File: src/flfd_fifo.sv
`default_nettype none

module flfd_fifo #(
  parameter int WIDTH = 16,
  parameter int DEPTH = 2
) (
  input  wire logic             clk_i,
  input  wire logic             rst_ni,
  input  wire logic             push_i,
  input  wire logic [WIDTH-1:0] data_i,
  input  wire logic             pop_i,
  output logic      [WIDTH-1:0] data_o,
  output logic                  full_o,
  output logic                  empty_o
);

  localparam int PTR_W = $clog2(DEPTH);

  logic [WIDTH-1:0] store_q [DEPTH];
  logic [PTR_W:0]   wr_ptr_q, wr_ptr_d;
  logic [PTR_W:0]   rd_ptr_q, rd_ptr_d;
  logic             do_push, do_pop;

  // A transaction happens only when the matching side allows it.
  assign full_o  = (wr_ptr_q[PTR_W] != rd_ptr_q[PTR_W]) &&
                   (wr_ptr_q[PTR_W-1:0] == rd_ptr_q[PTR_W-1:0]);
  assign empty_o = (wr_ptr_q == rd_ptr_q);
  assign do_push = push_i && !full_o;
  assign do_pop  = pop_i && !empty_o;
  assign data_o  = store_q[rd_ptr_q[PTR_W-1:0]];

  assign wr_ptr_d = do_push ? wr_ptr_q + (PTR_W+1)'(1) : wr_ptr_q;
  assign rd_ptr_d = do_pop ? rd_ptr_q + (PTR_W+1)'(1) : rd_ptr_q;

  // Pointers carry one extra bit to tell full from empty.
  always_ff @(posedge clk_i or negedge rst_ni) begin
    if (!rst_ni) begin
      wr_ptr_q <= '0;
      rd_ptr_q <= '0;
    end else begin
      wr_ptr_q <= wr_ptr_d;
      rd_ptr_q <= rd_ptr_d;
    end
  end

  // Entry storage.
  always_ff @(posedge clk_i) begin
    if (do_push) begin
      store_q[wr_ptr_q[PTR_W-1:0]] <= data_i;
    end
  end

endmodule

`default_nettype wire

File: config.mk
export PLATFORM = sky130hd
export DESIGN_NAME = flfd_fifo
export DESIGN_NICKNAME = d
export VERILOG_FILES = /design/src/flfd_fifo.sv
export SDC_FILE = /design/constraint.sdc
export NUM_CORES = 1
export LEC_CHECK = 0
export BUFFER_PORTS_ARGS = -buffer_cell sky130_fd_sc_hd__clkbuf_2
export CAP_MARGIN = 20
export CORE_ASPECT_RATIO = 0.7
export CORE_MARGIN = 2
export CORE_UTILIZATION = 53
export CTS_BUF_LIST = sky130_fd_sc_hd__clkbuf_2
export DETAILED_ROUTE_END_ITERATION = 6
export PLACE_DENSITY_LB_ADDON = 0.25
export SETUP_SLACK_MARGIN = 0.3
export SYNTH_ARGS = -nofsm -noshare
export SYNTH_HDL_FRONTEND = slang
export SYNTH_SLANG_ARGS = --single-unit
File: constraint.sdc
create_clock -name clk_i -period 3.15 [get_ports clk_i]
set_clock_uncertainty 0.1 [all_clocks]
set_input_delay 0.7875 -clock clk_i [delete_from_list [all_inputs] [get_ports clk_i]]
set_output_delay 0.7875 -clock clk_i [all_outputs]
set_load 0.005 [all_outputs]
# == Word level (Yosys, flattened, before mapping) ==
# Memories as Yosys holds them, arrays and structs flattened.
# Cells that the tools add are included.
# totals
output_inout_bits,18
inputBits,20
reg_bits,4
wordCells,15
ram_bits,32
memories,1
# mem_list
name,words,width,rd,rd_clocked_by_memory_dff,wr,line,rtl
store_q,2,16,1,0,1,19,logic [WIDTH-1:0] store_q [DEPTH];
# op_classes
mux,2
reduce_logical,5
n_addsub,2
n_eq_ne,3
# ops
cell,count
2-bit by 1-bit adder with 2-bit output (second input constant),2
1-bit logical AND,3
2-bit equality test,1
1-bit logical NOT,2
1-bit 2-to-1 mux,2
1-bit equality test,1
1-bit inequality test,1

# == Logic depth before layout (Yosys ltp) ==
# depth
ltp_word,6
ltp_mapped,4
depth_no_buf,3

# == Worst setup path before layout ==
# OpenSTA, ideal clock, no wires.
# synth_timing
path_type,input to register
start,input push_i
end,"memory store_q[0][0], enable pin"
arrival_time_ns,2.027
cell_stages,1
required_ns,2.637
setup_ns,0.413
path_slack_ns,0.610
path_cell_list,nor3b_1
# synth_between
elab_chain_cells,3
# synth_lines
element,line,rtl
"start, declared",9,"input wire logic push_i,"
1-bit logical AND,28,assign do_push = push_i && !full_o;
1-bit 2-to-1 mux,48,if (do_push) begin
1-bit 2-to-1 mux (implied by the code),49,store_q[wr_ptr_q[PTR_W-1:0]] <= data_i;
"end, declared",19,
# Every way passes these cells.

# == Final worst setup path ==
# layout_timing
start,register rd_ptr_q[0]
end,output data_o[15]
# layout_between
elab_chain_cells,1
# layout_lines
element,line,rtl
"start, declared",21,"logic [PTR_W:0] rd_ptr_q, rd_ptr_d;"
"start signal, assigned",42,rd_ptr_q <= rd_ptr_d;
memory read 2 x 16 bit,--,
"end, declared",12,"output logic [WIDTH-1:0] data_o,"
# Every way passes these cells.

==> metrics.md <==
| Metric | Value |
|---|---|
| Final ANT Viol Nets | 0 |
| Hold Crit Class | primary input to async pin |
| CTS tree | done |
| Via count | 791 |
| Initial antenna violation count | 0 |
| Post-synthesis register bit count | 36 |
| Area growth, synth to finish | 19.29% |
| Mapped Nets | 97 |
| Initial Utilization | 0.5639 |
| Status | complete, no violations |
| Diodes inserted | 0 |
| Max stage delay on crit path | 0.73 ns |
| Met2 WL post-DR | 1.016 mm |
| Die X-Extent | 65.60 um |
| Arr. time, crit path | 1.62 ns |
| Synthesized instance count | 77 |
| Cell Pwr Density | 885.2 mW/mm^2 |
| Highest metal used | met4 |
| Final setup violation count | 0 |
| Syn_area_per_cell | 18.28 um^2 |
| Count leader, synth | edfxtp_1 |
| Setup_tns | 0 ns |
| Max rail drop VDD | 0.4143 mV |
| First-pass GRT wire length | 3.367 mm |
| Worst-Margin Slew | 0.5524 ns |
| WS Path Type | register to output pin |
| Static leakage | 0.0006554 uW |
| Proportion of layout cells with a drive suffix above 1 | 0.5455 |
| Initial drt markers | 15 |
| H-tree depth | 2 |
| Fmax | 399.5 MHz |
| Yosys warns | 0 |
| Root buffer cell | clkbuf_2 |
| Net count, final | 140 |
| Crit-path slowest cell | dfrtp_2 |
| Synth top area share | 0.6827 |
| Bufs and invs on worst path | 1 |
| Yosys top cell by area | edfxtp_1 |
| Critical Path Start Type | register |
| First-pass DRT Iterations | 4 |
| Utilization after layout | 0.6727 |
| Tot GR Track Use | 0.1617 |
| Prevailing post-synth register cell | edfxtp_1 |
| Drt drc | 0 |
| Largest net degree at the start of global routing | 24 |
| Vias in the first global route | 743 |
| Crit. End Element | output pin |
| Ports | 38 |
| Hold_buf cts | 0 |
| WL final | 2.232 mm |
| Gr ovfl total | 0 |
| Tcrit/Tclk final | 0.7947 |
| TritonCTS buffer count | 5 |
| Register area share after synthesis | 0.7538 |
| Data required, critical path | 2.26 ns |
| Synthesized area | 0.001408 mm^2 |
| WL met3 | 131 um |
| Worst skew pair latency | 0.36 ns |
| Final RePlAce weighted congestion | 0.6208 |
| Crit Path Max Fanout | 23 |
| RSZ-0062 raised after global routing | false |
| Slew Limit Fails | 0 |
| Final min period | 2.503 ns |
| Placement row count | 15 |
| Critical path's top delay family | flip-flops |
| Slew margin rel. | 0.6301 |
| Routed WL per cell | 14.40 um |
| Max-Cap Viols | 0 |
| Commonest cells post-synth | edfxtp_1, mux2_2, dfrtp_1, mux2_1 |
| CTS sink cnt | 36 |
| Core ar. | 0.002496 mm^2 |
| FFs w/ async S/R, synth | 0.1111 |
| Synth cell types | 21 |
| Cells along the critical path | mux2_2 -> clkbuf_2 |
| Post-Route M1 WL | 1.046 mm |
| Worst-path clk slew | 0.17 ns |
| Max clock buf depth | 2 |
| Final Hold Fails | 0 |
| DR vias/cell | 5.103 |
| Die area | 0.003091 mm^2 |
| Number of flops mapped to enable cells by yosys | 32 |
| Number of fill cells | 182 |
| Largest cells by area after synthesis | edfxtp_1, mux2_2, dfrtp_1 |
| Post-CTS setup buffer count | 0 |
| Vert. Die Dim | 47.12 um |
| IO buf count | 37 |
-- metrics by stage --
step           worst slack (ns)  instances  instance area, um^2  total power [uW]  hold WS [ns]
6_report                 0.6467        155                 1679              1486       0.09384
5_1_grt                  0.5516        155                 1679              1588       0.06267
4_1_cts                  0.3234        155                 1678              1504       0.07443
3_5_place_dp             0.7533        147                 1639              1311        0.4973
3_3_place_gp             0.7767        147                 1639              1294        0.4919
2_1_floorplan            0.6101         77                 1408              1101        0.3919
-- metal layers --
| layer | vias to the layer above | GRT usage |
|---|---|---|
| met1 | 381 | 0.2052 |
| met4 | 0 | 0.1000 |
| met3 | 5 | 0.05755 |
| met5 | - | 0 |
| li1 | 380 | - |
| met2 | 25 | 0.2469 |
-- flip-flops by register name, summed over array words and instances, names as in the netlist --
| signal | flops |
|---|---|
| rd_ptr_q | 2 |
| store_q | 32 |
| wr_ptr_q | 2 |
-- cell type report --
| type | instances | area, um^2 | share of cell area |
|---|---|---|---|
| flip-flops and latches | 36 | 1062 | 0.6326 |
| clock buffers | 7 | 35.03 | 0.02086 |
| clock inverters | 1 | 3.754 | 0.002235 |
| multi-input cells | 38 | 335.3 | 0.1997 |
| well taps | 34 | 42.54 | 0.02534 |
| repair buffers | 39 | 200.2 | 0.1192 |
-- worst reg2reg max path: cells and delay by family, from the launching register on --
kind	cells	cell delay, ns
xor+xnor	1	0.31
flops	1	0.49
simple gates	2	0.59
buf+inv	1	0.30
-- path summary, 6_finish.rpt --
check | endpoint | cells past startpoint | slack, ns | startpoint
setup / recovery | data_o[15] | 2 | 0.65 | rd_ptr_q[0]$_DFFE_PN0P_
hold / removal | wr_ptr_q[1]$_DFFE_PN0P_ | 1 | 0.09 | rst_ni
setup reg to reg | store_q[0][12]$_DFFE_PP_ | 4 | 1.06 | rd_ptr_q[1]$_DFFE_PN0P_
hold reg to reg | wr_ptr_q[1]$_DFFE_PN0P_ | 2 | 0.59 | wr_ptr_q[1]$_DFFE_PN0P_
max in group asynchronous | rd_ptr_q[0]$_DFFE_PN0P_ | 1 | 2.72 | rst_ni
min in group clk_i | wr_ptr_q[0]$_DFFE_PN0P_ | 2 | 0.51 | push_i
-- where the power goes --
group	switching, uW	internal, uW	total (uW)
logic	245	265	510
registers	116	673	789
clock network	128	59.6	188
-- cell usage in the layout (no fill, tap or decap), types with 2 or more instances in the layout --
| cell type | instances |
|---|---|
| buf_4 | 2 |
| mux2_2 | 13 |
| a21oi_2 | 2 |
| edfxtp_1 | 32 |
| nand2_1 | 2 |
| dfrtp_1 | 3 |
| o21ai_1 | 2 |
| clkbuf_2 | 44 |
| mux2_1 | 4 |
| a21oi_1 | 2 |
| nor2_1 | 3 |
-- cell families after synthesis --
group                     Yosys count  share of synthesized area
DFF                                36                     0.7538
muxes                              18                     0.1431
AOI/OAI and AO/OA                   9                    0.03733
and+or+nand+nor                     8                    0.02756
xor gates and xnor gates            3                    0.02401
buffers and inverters               3                    0.01422
-- what timing repair did --
| item | CTS | global route |
|---|---|---|
| endpoints found under the hold margin | 0 | 0 |
| gates resized for setup | 0 | 1 |
| setup endpoints to repair | 0 | 18 |
(Power assumes the default switching activity.)
